==> src/design/spdc_pkg.sv <==
// ----------------------------------------------------------------------------
// spdc_pkg
// Shared types, constants and the crc helper for the framed packet receiver.
// ----------------------------------------------------------------------------
package spdc_pkg;

	// largest payload a frame may carry
	localparam int MaxPayload = 32;
	localparam int LenW       = $clog2(MaxPayload + 1);
	localparam int AddrW      = $clog2(MaxPayload);

	// crc-16/arc, reflected form
	localparam logic [15:0] CrcPoly  = 16'hA001;
	localparam int          CrcBits  = 4;

	// configuration register indexes and reset values
	localparam int          CfgIdxW      = 2;
	localparam int          CfgDataW     = 16;
	localparam logic [CfgIdxW-1:0] REG_START   = 2'd0;
	localparam logic [CfgIdxW-1:0] REG_END     = 2'd1;
	localparam logic [CfgIdxW-1:0] REG_TIMEOUT = 2'd2;
	localparam logic [7:0]  StartReset   = 8'hFF;
	localparam logic [7:0]  EndReset     = 8'hF7;
	localparam logic [15:0] TimeoutReset = 16'd1000;

	// input word command codes
	localparam logic CMD_BYTE = 1'b0;
	localparam logic CMD_TICK = 1'b1;

	typedef enum logic [2:0] {
		STS_OK       = 3'd0,
		STS_TIMEOUT  = 3'd1,
		STS_BAD_SOF  = 3'd2,
		STS_BAD_EOF  = 3'd3,
		STS_CRC_ERR  = 3'd4,
		STS_BAD_LEN  = 3'd5
	} status_t;

	// frame phase
	typedef enum logic [6:0] {
		PH_HUNT  = 7'b0000001,
		PH_ID    = 7'b0000010,
		PH_LEN   = 7'b0000100,
		PH_DATA  = 7'b0001000,
		PH_CRCLO = 7'b0010000,
		PH_CRCHI = 7'b0100000,
		PH_END   = 7'b1000000
	} phase_t;

	// sequencer state
	typedef enum logic [3:0] {
		SQ_ACCEPT = 4'b0001,
		SQ_CRC    = 4'b0010,
		SQ_RD     = 4'b0100,
		SQ_OUT    = 4'b1000
	} seq_t;

	// four bits of the reflected crc shift in one go
	function automatic logic [15:0] crc_step(input logic [15:0] crc);
		logic [15:0] c;
		c = crc;
		for (int k = 0; k < CrcBits; k++) begin
			if (c[0])
				c = (c >> 1) ^ CrcPoly;
			else
				c = c >> 1;
		end
		return c;
	endfunction

endpackage

==> src/design/spdc_in_if.sv <==
// ----------------------------------------------------------------------------
// spdc_in_if
// Input channel: received byte or time tick, with valid and ready.
// ----------------------------------------------------------------------------
interface spdc_in_if;
	logic       valid;
	logic       ready;
	logic       command;
	logic [7:0] rx_byte;

	modport source (output valid, output command, output rx_byte, input ready);
	modport sink   (input valid, input command, input rx_byte, output ready);
endinterface

==> src/design/spdc_out_if.sv <==
// ----------------------------------------------------------------------------
// spdc_out_if
// Result channel: status, frame id, length, payload byte and last mark.
// ----------------------------------------------------------------------------
interface spdc_out_if;
	logic       valid;
	logic       ready;
	logic [2:0] status;
	logic [7:0] frame_id;
	logic [5:0] payload_length;
	logic [7:0] payload_byte;
	logic       last;

	modport source (output valid, output status, output frame_id, output payload_length,
		output payload_byte, output last, input ready);
	modport sink   (input valid, input status, input frame_id, input payload_length,
		input payload_byte, input last, output ready);
endinterface

==> src/design/spdc_ram.sv <==
// ----------------------------------------------------------------------------
// spdc_ram
// Generic single write port, single read port ram with registered read.
// ----------------------------------------------------------------------------
module spdc_ram #(
	parameter int WIDTH = 8,
	parameter int DEPTH = 32
) (
	input  logic                     clk,
	input  logic                     we,
	input  logic [$clog2(DEPTH)-1:0] waddr,
	input  logic [WIDTH-1:0]         wdata,
	input  logic                     re,
	input  logic [$clog2(DEPTH)-1:0] raddr,
	output logic [WIDTH-1:0]         rdata
);

	logic [WIDTH-1:0] mem_q [DEPTH];

	// write port
	always_ff @(posedge clk) begin
		if (we)
			mem_q[waddr] <= wdata;
	end

	// registered read port
	always_ff @(posedge clk) begin
		if (re)
			rdata <= mem_q[raddr];
	end

endmodule

==> src/design/serial_packet_deframer_crc16_unit.sv <==
// ----------------------------------------------------------------------------
// serial_packet_deframer_crc16_unit
// Framed packet receiver: start, id, length, payload, crc lo/hi, end byte.
// A tick word or a marker/crc byte is taken in the accept state alone; an id, payload or
// in-range length byte is accepted and then runs two passes of the 4-bit crc step unit.
// A good frame is read out of the payload ram: a read state, then an output state per word.
// arst_n clears the sequencer, frame phase, timer and config to defaults.
// ----------------------------------------------------------------------------
module serial_packet_deframer_crc16_unit import spdc_pkg::*; (
	input  logic                clk,
	input  logic                arst_n,
	input  logic                cfg_we,
	input  logic [CfgIdxW-1:0]  cfg_index,
	input  logic [CfgDataW-1:0] cfg_data,
	spdc_in_if.sink             item,
	spdc_out_if.source          result
);

	// configuration
	logic [7:0]      start_q;
	logic [7:0]      end_q;
	logic [15:0]     timeout_q;

	// frame state
	seq_t            seq_q;
	phase_t          phase_q;
	logic [7:0]      id_q;
	logic [LenW-1:0] len_q;
	logic [LenW-1:0] count_q;
	logic [15:0]     crc_q;
	logic            crc_cnt_q;
	logic [7:0]      crc_lo_q;
	logic            crc_ok_q;
	logic [15:0]     timer_q;
	logic [LenW-1:0] rd_idx_q;

	// output register
	logic            out_valid_q;
	status_t         out_status_q;
	logic [7:0]      out_id_q;
	logic [LenW-1:0] out_len_q;
	logic [7:0]      out_byte_q;
	logic            out_last_q;

	logic            out_free;
	logic            acc;
	logic            is_tick;
	logic [7:0]      b;
	logic [16:0]     timer_inc;
	logic            timeout_hit;
	logic            ram_we;
	logic            ram_re;
	logic [7:0]      ram_rdata;
	logic            rd_last;

	assign out_free    = !out_valid_q || result.ready;
	assign item.ready  = (seq_q == SQ_ACCEPT) && out_free;
	assign acc         = item.valid && item.ready;
	assign is_tick     = (item.command == CMD_TICK);
	assign b           = item.rx_byte;
	assign timer_inc   = {1'b0, timer_q} + 17'd1;
	assign timeout_hit = timer_inc >= {1'b0, timeout_q};
	assign ram_we      = acc && !is_tick && (phase_q == PH_DATA);
	assign ram_re      = (seq_q == SQ_RD);
	assign rd_last     = (rd_idx_q + LenW'(1)) == len_q;

	assign result.valid          = out_valid_q;
	assign result.status         = out_status_q;
	assign result.frame_id       = out_id_q;
	assign result.payload_length = out_len_q;
	assign result.payload_byte   = out_byte_q;
	assign result.last           = out_last_q;

	// payload store
	spdc_ram #(
		.WIDTH(8),
		.DEPTH(MaxPayload)
	) u_store (
		.clk   (clk),
		.we    (ram_we),
		.waddr (count_q[AddrW-1:0]),
		.wdata (b),
		.re    (ram_re),
		.raddr (rd_idx_q[AddrW-1:0]),
		.rdata (ram_rdata)
	);

	// configuration registers
	always_ff @(posedge clk or negedge arst_n) begin
		if (!arst_n) begin
			start_q   <= StartReset;
			end_q     <= EndReset;
			timeout_q <= TimeoutReset;
		end else if (cfg_we) begin
			unique case (cfg_index)
				REG_START:   start_q   <= cfg_data[7:0];
				REG_END:     end_q     <= cfg_data[7:0];
				REG_TIMEOUT: timeout_q <= cfg_data;
				default: ;
			endcase
		end
	end

	// frame sequencer, crc step unit and result register
	always_ff @(posedge clk or negedge arst_n) begin
		if (!arst_n) begin
			seq_q        <= SQ_ACCEPT;
			phase_q      <= PH_HUNT;
			id_q         <= '0;
			len_q        <= '0;
			count_q      <= '0;
			crc_q        <= '0;
			crc_cnt_q    <= 1'b0;
			crc_lo_q     <= '0;
			crc_ok_q     <= 1'b0;
			timer_q      <= '0;
			rd_idx_q     <= '0;
			out_valid_q  <= 1'b0;
			out_status_q <= STS_OK;
			out_id_q     <= '0;
			out_len_q    <= '0;
			out_byte_q   <= '0;
			out_last_q   <= 1'b0;
		end else begin
			// result word taken
			if (result.ready)
				out_valid_q <= 1'b0;

			unique case (seq_q)
				SQ_ACCEPT: begin
					if (acc && is_tick) begin
						// ticks only count inside a frame
						if (phase_q != PH_HUNT) begin
							if (timeout_hit) begin
								phase_q      <= PH_HUNT;
								timer_q      <= '0;
								out_valid_q  <= 1'b1;
								out_status_q <= STS_TIMEOUT;
								out_id_q     <= '0;
								out_len_q    <= '0;
								out_byte_q   <= '0;
								out_last_q   <= 1'b1;
							end else begin
								timer_q <= timer_inc[15:0];
							end
						end
					end else if (acc) begin
						unique case (phase_q)
							PH_HUNT: begin
								if (b != start_q) begin
									timer_q      <= '0;
									out_valid_q  <= 1'b1;
									out_status_q <= STS_BAD_SOF;
									out_id_q     <= '0;
									out_len_q    <= '0;
									out_byte_q   <= '0;
									out_last_q   <= 1'b1;
								end else begin
									crc_q   <= '0;
									timer_q <= '0;
									phase_q <= PH_ID;
								end
							end
							PH_ID: begin
								id_q      <= b;
								crc_q     <= crc_q ^ {8'h00, b};
								crc_cnt_q <= 1'b0;
								seq_q     <= SQ_CRC;
								phase_q   <= PH_LEN;
							end
							PH_LEN: begin
								if (b > 8'(MaxPayload)) begin
									phase_q      <= PH_HUNT;
									timer_q      <= '0;
									out_valid_q  <= 1'b1;
									out_status_q <= STS_BAD_LEN;
									out_id_q     <= '0;
									out_len_q    <= '0;
									out_byte_q   <= '0;
									out_last_q   <= 1'b1;
								end else begin
									len_q     <= b[LenW-1:0];
									crc_q     <= crc_q ^ {8'h00, b};
									crc_cnt_q <= 1'b0;
									seq_q     <= SQ_CRC;
									count_q   <= '0;
									timer_q   <= '0;
									phase_q   <= (b != 8'h00) ? PH_DATA : PH_CRCLO;
								end
							end
							PH_DATA: begin
								crc_q     <= crc_q ^ {8'h00, b};
								crc_cnt_q <= 1'b0;
								seq_q     <= SQ_CRC;
								count_q   <= count_q + LenW'(1);
								if ((count_q + LenW'(1)) >= len_q) begin
									timer_q <= '0;
									phase_q <= PH_CRCLO;
								end
							end
							PH_CRCLO: begin
								crc_lo_q <= b;
								phase_q  <= PH_CRCHI;
							end
							PH_CRCHI: begin
								crc_ok_q <= ({b, crc_lo_q} == crc_q);
								phase_q  <= PH_END;
							end
							PH_END: begin
								phase_q <= PH_HUNT;
								timer_q <= '0;
								if (b != end_q || !crc_ok_q) begin
									// end marker is checked before the crc
									out_valid_q  <= 1'b1;
									out_status_q <= (b != end_q) ? STS_BAD_EOF : STS_CRC_ERR;
									out_id_q     <= '0;
									out_len_q    <= '0;
									out_byte_q   <= '0;
									out_last_q   <= 1'b1;
								end else if (len_q == '0) begin
									// empty payload gives one word
									out_valid_q  <= 1'b1;
									out_status_q <= STS_OK;
									out_id_q     <= id_q;
									out_len_q    <= '0;
									out_byte_q   <= '0;
									out_last_q   <= 1'b1;
								end else begin
									rd_idx_q <= '0;
									seq_q    <= SQ_RD;
								end
							end
							default: begin
								phase_q <= PH_HUNT;
								timer_q <= '0;
							end
						endcase
					end
				end
				SQ_CRC: begin
					// two passes of the shared crc step unit per byte
					crc_q     <= crc_step(crc_q);
					crc_cnt_q <= !crc_cnt_q;
					if (crc_cnt_q)
						seq_q <= SQ_ACCEPT;
				end
				SQ_RD: begin
					seq_q <= SQ_OUT;
				end
				SQ_OUT: begin
					// payload readout, one word per ram read
					if (out_free) begin
						out_valid_q  <= 1'b1;
						out_status_q <= STS_OK;
						out_id_q     <= id_q;
						out_len_q    <= len_q;
						out_byte_q   <= ram_rdata;
						out_last_q   <= rd_last;
						rd_idx_q     <= rd_idx_q + LenW'(1);
						seq_q        <= rd_last ? SQ_ACCEPT : SQ_RD;
					end
				end
				default: seq_q <= SQ_ACCEPT;
			endcase
		end
	end

	// a crc byte always runs both passes of the step unit
	a_crc_two_pass: assert property (@(posedge clk) disable iff (!arst_n)
		(seq_q == SQ_CRC && !crc_cnt_q) |=> (seq_q == SQ_CRC && crc_cnt_q))
		else $error("crc pass cut short");

	// id and payload bytes all go through the crc unit
	a_byte_feeds_crc: assert property (@(posedge clk) disable iff (!arst_n)
		(acc && !is_tick && (phase_q == PH_ID || phase_q == PH_DATA))
		|=> (seq_q == SQ_CRC))
		else $error("byte skipped the crc unit");

	// readout never runs past the frame length
	a_rd_in_range: assert property (@(posedge clk) disable iff (!arst_n)
		(seq_q == SQ_RD || seq_q == SQ_OUT) |-> (rd_idx_q < len_q))
		else $error("payload readout out of range");

	// a final readout word returns the sequencer to accepting input
	a_rd_last_done: assert property (@(posedge clk) disable iff (!arst_n)
		(seq_q == SQ_OUT && out_free && rd_last) |=> (seq_q == SQ_ACCEPT && out_last_q))
		else $error("readout did not finish on last word");

endmodule

==> src/flat_wrapper.sv <==
// flat-port wrapper written by rule: the top's interface ports become plain ports
module serial_packet_deframer_crc16_unit_flat import spdc_pkg::*;
  (clk, arst_n, cfg_we, cfg_index, cfg_data, item_valid, item_command, item_rx_byte, item_ready, result_valid, result_status, result_frame_id, result_payload_length, result_payload_byte, result_last, result_ready);
  spdc_in_if item_i ();
  spdc_out_if result_i ();
  input  logic clk;
  input  logic arst_n;
  input  logic cfg_we;
  input  logic [CfgIdxW-1:0] cfg_index;
  input  logic [CfgDataW-1:0] cfg_data;
  input wire logic [$bits(item_i.valid)-1:0] item_valid;
  input wire logic [$bits(item_i.command)-1:0] item_command;
  input wire logic [$bits(item_i.rx_byte)-1:0] item_rx_byte;
  output wire logic [$bits(item_i.ready)-1:0] item_ready;
  output wire logic [$bits(result_i.valid)-1:0] result_valid;
  output wire logic [$bits(result_i.status)-1:0] result_status;
  output wire logic [$bits(result_i.frame_id)-1:0] result_frame_id;
  output wire logic [$bits(result_i.payload_length)-1:0] result_payload_length;
  output wire logic [$bits(result_i.payload_byte)-1:0] result_payload_byte;
  output wire logic [$bits(result_i.last)-1:0] result_last;
  input wire logic [$bits(result_i.ready)-1:0] result_ready;
  assign item_i.valid = item_valid;
  assign item_i.command = item_command;
  assign item_i.rx_byte = item_rx_byte;
  assign item_ready = item_i.ready;
  assign result_valid = result_i.valid;
  assign result_status = result_i.status;
  assign result_frame_id = result_i.frame_id;
  assign result_payload_length = result_i.payload_length;
  assign result_payload_byte = result_i.payload_byte;
  assign result_last = result_i.last;
  assign result_i.ready = result_ready;
  serial_packet_deframer_crc16_unit u_core (.clk(clk), .arst_n(arst_n), .cfg_we(cfg_we), .cfg_index(cfg_index), .cfg_data(cfg_data), .item(item_i), .result(result_i));
endmodule
==> config.mk <==
export PLATFORM = sky130hd
export DESIGN_NAME = serial_packet_deframer_crc16_unit_flat
export DESIGN_NICKNAME = d
export VERILOG_FILES = /design/src/design/spdc_pkg.sv /design/src/design/spdc_in_if.sv /design/src/design/spdc_out_if.sv /design/src/design/spdc_ram.sv /design/src/design/serial_packet_deframer_crc16_unit.sv /design/src/flat_wrapper.sv
export SDC_FILE = /design/constraint.sdc
export NUM_CORES = 1
export LEC_CHECK = 0
export ABC_AREA = 1
export ABC_CLOCK_PERIOD_IN_PS = 8900
export BUFFER_PORTS_ARGS = -buffer_cell sky130_fd_sc_hd__buf_2
export CAP_MARGIN = 10
export CORE_MARGIN = 5
export CORE_UTILIZATION = 40
export DETAILED_ROUTE_END_ITERATION = 16
export SKIP_CTS_REPAIR_TIMING = 1
export SLEW_MARGIN = 25
export SYNTH_ARGS = -nofsm -noshare
export SYNTH_HDL_FRONTEND = slang
export SYNTH_SLANG_ARGS = --single-unit
==> constraint.sdc <==
create_clock -name clk -period 8.9 [get_ports clk]
set_clock_uncertainty 0.05 [all_clocks]
set_input_delay 2.225 -clock clk [delete_from_list [all_inputs] [get_ports clk]]
set_output_delay 2.225 -clock clk [all_outputs]
set_load 0.02 [all_outputs]
==> metrics.cfg, run 1 <==
[pwr]
combinationalPowerShare=0.145
cellPowerDensity_nw_per_um2=222
p_sw_uw=1270
power_leakage_uw=0.00819
p_int_uw=3270
netSwitchingFraction=0.280
pwr-share-clk=0.378
peakVddDrop_uv=154
pwr-share-seq=0.477

[placement]
place_congestion=0.879
pre_cts_ws_ns=3.69
place_inst=2364
portBuffers=59
detailed_place_hpwl_um=31500

[synth]
ys_types=46
ys_ff_latch=402
avgSynthCellArea_um2=10.3
syn_inst=1770
ys_warn_count=0
async_reset_ff_frac=0.343
synth_edf_count=264
yosysSeqAreaShare=0.623
synthFlopType=edfxtp_1
syn_area_um2=18300
syn_nets=1830

[critical_path]
cp_common_cell=buf_2
arrival_ns=2.93
cp_slowest_cell=nor2_2
crit_chain=buf_2, nor2_2, nor2_4, buf_2
path_max_fanout=6
crit_path_end_kind=output port
required_ns=6.63
critical-path-top-delay-family=simple AND/OR/NAND/NOR gates
criticalPathCategory=primary input to output port
worst-path-buf-inv=2
max_stage_delay_ns=0.34
cp-start-kind=primary input

[clocking]
cts.sinks=402
cts-root-buf=clkbuf_16
clk_path_buf_depth=3
clk_pin_slew_ns=0.05
clkLatencyLatePin_ns=0.58
cts-buffers-inserted=43
cts_tree=done
htree_levels=2

[cells_and_area]
area_delta_synth_final_pct=11.7
antenna_cells=0
drive_gt1_frac=0.111
nets=1869
layout_commonest_cell=nand2_1
instances_no_fill=2443
final_cell_mix=nand2_1, edfxtp_1, nor2_1, o21ai_0, dfrtp_1
fillers=4264

[detailed_routing]
drt_wl_total_um=47900
viasPerCell=5.35
drc_errors=0
first_iter_violations=1254
first_pass_iters=5
wl_per_cell_um=19.6
final_antenna_net_count=0
vias=13100

[die]
core-area_um2=45300
dieArea_um2=50100
io_pins=60
die_h_um=224
rows=78
die_w_um=224
initial_core_util=0.404

[sta]
finalSetupViolCount=0
final-hold-violation-count=0
worst_slack_ns=3.69
drv_slew=0
max_freq_mhz=192
tightest_slew_ns=1.11
fin_crit_ns=5.21
whs_ns=0.416
rsz0062_at_grt=no
tns_ns=0
slew_headroom=0.256
fin_crit_sh=0.585

[grt]
grt_overflow=0
antenna_found_initial=1
grt_pass1_vias=12800
grt_first_pass_wirelength_um=74700
grt_usage=0.190
grt_max_degree=90

[run]
max_cap_violations=0

[outcome]
outcome=completed

[min_path]
hold_class=register to register

-- worst paths after layout --
check,cells past startpoint,end,slack [ns],start
max,4,item_ready,3.69,result_ready
min,2,u_core.result.payload_byte[6]$_DFFE_PN0P_,0.42,u_core.result.payload_byte[6]$_DFFE_PN0P_
max reg2reg,20,u_core.timer_q[12]$_DFFE_PN0P_,5.11,u_core.timer_q[0]$_DFFE_PN0P_
min reg2reg,2,u_core.result.payload_byte[6]$_DFFE_PN0P_,0.42,u_core.result.payload_byte[6]$_DFFE_PN0P_
max in group asynchronous,2,u_core.rd_idx_q[0]$_DFFE_PN0P_,5.83,arst_n
min in group asynchronous,1,u_core.timeout_q[13]$_DFFE_PN0P_,1.66,arst_n
-- flip-flops by register name (all words and copies together) (netlist names), 7 cells and up --
name and flops:
u_core.crc_lo_q 8, u_core.crc_q 16, u_core.end_q 8, u_core.id_q 8
u_core.phase_q 7, u_core.result.frame_id 8, u_core.result.payload_byte 8, u_core.start_q 8
u_core.timeout_q 16, u_core.timer_q 16, u_core.u_store.mem_q 256, u_core.u_store.rdata 8
-- cell usage after synthesis, types with 8 or more instances --
library cell / count / area share
nand2_1: 362 / 0.074
edfxtp_1: 264 / 0.43
nor2_1: 201 / 0.041
o21ai_0: 168 / 0.046
dfrtp_1: 115 / 0.16
inv_1: 112 / 0.023
nand3_1: 84 / 0.023
clkbuf_1: 58 / 0.012
a21oi_1: 55 / 0.015
o22ai_1: 46 / 0.016
xor2_1: 31 / 0.015
o221ai_1: 30 / 0.014
xnor2_1: 30 / 0.014
ha_1: 28 / 0.019
nand4_1: 25 / 0.0085
dfstp_2: 23 / 0.033
buf_2: 12 / 0.0033
nand3b_1: 12 / 0.0049
nor3_1: 12 / 0.0033
o211ai_1: 10 / 0.0041
o21ai_1: 10 / 0.0027
or2_2: 9 / 0.0031
a21boi_0: 8 / 0.0033
inv_2: 8 / 0.0016
-- metal layers --
| metal | track usage | share of wire | up-vias |
|---|---|---|---|
| li1 | - | - | 6194 |
| met1 | 0.266 | 0.44 | 6370 |
| met2 | 0.306 | 0.47 | 446 |
| met3 | 0.0301 | 0.065 | 70 |
| met4 | 0.0583 | 0.025 | 0 |
| met5 | 0 | 0 | - |
-- logic make-up (layout without fill, tap and decap cells) --
kind of cell             count (synthesis)  after routing  share of synthesized area
flip-flops                             402            402                      0.623
AND/OR/NAND/NOR                        728            728                      0.172
buffers and inverters                  206            279                     0.0463
XOR/XNOR                                61             61                     0.0292
adder cells (fa/ha/maj)                 28             28                     0.0191
AO/OA/AOI/OAI                          345            345                      0.110
-- layout make-up --
class	count	area, um2	share of cell area
multi-input combinational	1162	6050	0.296
clock buffer	60	1160	0.0568
sequential	402	11400	0.558
clock inverter	19	161	0.00790
timing repair buffer	80	459	0.0225
tap	600	751	0.0367
inverter	120	450	0.0220
-- power by group through the flow --
stage          logic (uW)  registers [uW]  clock network (uW)
3_5_place_dp          664            2210                   0
3_3_place_gp          653            2200                   0
6_report              659            2170                1720
2_1_floorplan         512            2180                   0
4_1_cts               667            2170                1750
5_1_grt               751            2180                1830
-- worst register-to-register path, stage by stage (launching register included) --
cell     delay [ns]
dfrtp_1        0.40
ha_1           0.20
nand3_1        0.13
nor2_2         0.24
nand3_1        0.15
or2_2          0.33
nor2_1         0.13
xor2_1         0.16
inv_1          0.08
ha_1           0.30
nand2_1        0.06
inv_1          0.07
nand2_1        0.07
nand2_1        0.05
nand2_1        0.05
nand3_1        0.07
nand2_1        0.12
nand4_4        0.39
inv_2          0.42
nand3_1        0.13
o21ai_0        0.11
-- metrics by stage --
stage               utilization  area [um2]  power, uW
global route              0.451       20400       4760
CTS                       0.451       20400       4580
finish                    0.451       20400       4540
floorplan                     -       18300       2700
global placement          0.422       19100       2860
detailed placement        0.422       19100       2870
Power figures use the tool's default switching activity.
==> run 2, diff against run 1 <==
Settings changed: ABC_CLOCK_PERIOD_IN_PS 8900 to 4470.
Clock period 8.9 ns to 4.47 ns, I/O delays scaled along.
==> run 2 against run 1 <==
Against the previous run:
- via count rose by 0.90%
- critical path depth grew 16
- clock power rose by 100%
- flip-flop and latch count did not move
- utilization up 0.23 points
- die area unchanged
- total power increased by 100%
- critical endpoint is now u_core.timer_q[5]$_DFFE_PN0P_
- largest power group unchanged
- highest routed layer unchanged
==> metrics.cfg, run 2 (synthesized netlist as in run 1, its figures left out) <==
[cells_and_area]
largest-register=u_core.u_store.mem_q
final_cell_mix=nand2_1, edfxtp_1, nor2_1, o21ai_0, dfrtp_1
layout_commonest_cell=nand2_1
area_delta_synth_final_pct=12.2
antenna_cells=0  ; unchanged
finalInstanceArea_um2=20500  ; +0.50%
nets=1877  ; +0.43%
largest_register_ffs=256  ; unchanged
drive_gt1_frac=0.116  ; +0.00492

[clocking]
cts_tree=done
clkLatencyLatePin_ns=0.57  ; about the same
cts.sinks=402  ; unchanged
clk_path_buf_depth=3  ; unchanged
clk_pin_slew_ns=0.06  ; about the same
htree_levels=2  ; unchanged
cts-root-buf=clkbuf_16
cts-buffers-inserted=43  ; unchanged

[sta]
rsz0062_at_grt=no
tns_ns=0  ; unchanged
finalSetupViolCount=0  ; unchanged
fin_crit_ns=3.62
drv_slew=0  ; unchanged
fin_crit_sh=0.809
tightest_slew_ns=1.00  ; -0.109 ns
max_freq_mhz=276
final-hold-violation-count=0  ; unchanged
worst_slack_ns=0.852  ; -2.84 ns
slew_headroom=0.330  ; +0.0743

[grt]
grt_pass1_vias=12800  ; -0.070%
grt_first_pass_wirelength_um=76900  ; +2.9%
grt_max_degree=102  ; +13%
grt_overflow=0  ; unchanged
antenna_found_initial=1  ; unchanged
grt_usage=0.198  ; +0.00843

[critical_path]
required_ns=4.90  ; -1.73 ns
arrival_ns=4.05  ; +1.12 ns
crit_chain=ha_1, nand3_1, nor2_2, nand3_1, or2_2, nor2_1, xor2_1, inv_1, ha_1, nand2_1, inv_1, nand2_1, nand2_1, nand2_1, nand3_1, nand2_1, nand4_4, inv_2, nand3_1, o21ai_0
cp_slowest_cell=inv_2
worst-path-buf-inv=3  ; +1
crit_path_end_kind=register
cp_common_cell=nand2_1
max_stage_delay_ns=0.41  ; +0.07 ns
criticalPathCategory=register to register
path_max_fanout=30  ; +24
cp-start-kind=register
critical-path-top-delay-family=simple AND/OR/NAND/NOR gates

[die]
core-area_um2=45300  ; unchanged
io_pins=60  ; unchanged
die_w_um=224  ; unchanged
rows=78  ; unchanged
dieArea_um2=50100  ; unchanged
initial_core_util=0.404  ; unchanged
die_h_um=224  ; unchanged

[outcome]
outcome=completed

[detailed_routing]
drc_errors=0  ; unchanged
first_iter_violations=1336  ; +6.5%
wl_per_cell_um=20.6  ; +5.2%
viasPerCell=5.38  ; +0.57%
final_antenna_net_count=0  ; unchanged
vias=13200  ; +0.90%
drt_wl_total_um=50500  ; +5.5%
first_pass_iters=8  ; +3

[placement]
detailed_place_hpwl_um=34100  ; +8.3%
placed_cell_area_um2=19200  ; +0.31%
place_congestion=0.950  ; +8.1%
pre_cts_ws_ns=0.706  ; -2.99 ns
portBuffers=59  ; unchanged

[min_path]
hold_class=register to register

[pwr]
peakVddDrop_uv=261  ; +70%
power_leakage_uw=0.00823  ; +0.52%
cellPowerDensity_nw_per_um2=445  ; +100%
power_uw=9150  ; +100%

[run]
max_cap_violations=0  ; unchanged

==> run 2: cell count changes in the layout (fill, tap and decap cells not counted) <==
cell,change
clkbuf_8,+1
bufinv_16,+1
clkinv_1,+5
clkbuf_1,-8
buf_4,+8
clkinv_2,-3
inv_1,+1
inv_6,-1
clkinvlp_4,+4
==> run 2: through the flow <==
step / util / hold WS, ns / instances
after global placement: 0.423 / 0.399 / 2372
after CTS: 0.454 / 0.420 / 2451
after floorplan: - / 0.392 / 1770
after global routing: 0.454 / 0.442 / 2451
after detailed placement: 0.423 / 0.405 / 2372
final: 0.454 / 0.417 / 2451
==> run 2: report_power, final <==
part | switching, uW | internal (uW)
sequential | 157 | 4160
combinational | 913 | 433
clock | 1490 | 2000
total | 2560 | 6590
==> run 2: tightest hold or removal path, cell delays in order, from the launching register on <==
cell	delay, ns
dfrtp_1	0.34
nand2_1	0.05
nand2_1	0.05
==> run 2: area by class of cell <==
type	instances	area, um2
inverters	120	450
clock inverters	26	220
multi-input cells	1162	6050
fillers	4230	24700
flip-flops and latches	402	11400
clock buffers	53	1140
repair buffers	88	519
well taps	600	751
==> run 2: worst paths after layout <==
| kind | endpoint | cells past startpoint | from | slack [ns] |
|---|---|---|---|---|
| max reg2reg | u_core.timer_q[5]$_DFFE_PN0P_ | 20 | u_core.timer_q[0]$_DFFE_PN0P_ | 0.85 |
| min reg2reg | u_core.result.payload_byte[3]$_DFFE_PN0P_ | 2 | u_core.result.payload_byte[3]$_DFFE_PN0P_ | 0.42 |
| max in group asynchronous | u_core.phase_q[0]$_DFFE_PN1P_ | 2 | arst_n | 2.91 |
| max | u_core.timer_q[5]$_DFFE_PN0P_ | 20 | u_core.timer_q[0]$_DFFE_PN0P_ | 0.85 |
| min | u_core.result.payload_byte[3]$_DFFE_PN0P_ | 2 | u_core.result.payload_byte[3]$_DFFE_PN0P_ | 0.42 |
| min in group asynchronous | u_core.timeout_q[15]$_DFFE_PN0P_ | 1 | arst_n | 0.56 |
==> run 2: per-layer routing <==
| metal | vias up | part of all wire | GRT usage | routed length, um |
|---|---|---|---|---|
| met4 | 0 | 0.028 | 0.0605 | 1410 |
| met2 | 453 | 0.45 | 0.307 | 22800 |
| met1 | 6451 | 0.44 | 0.282 | 22400 |
| met3 | 81 | 0.077 | 0.0422 | 3890 |
| li1 | 6213 | - | - | - |
| met5 | - | 0 | 0 | 0 |
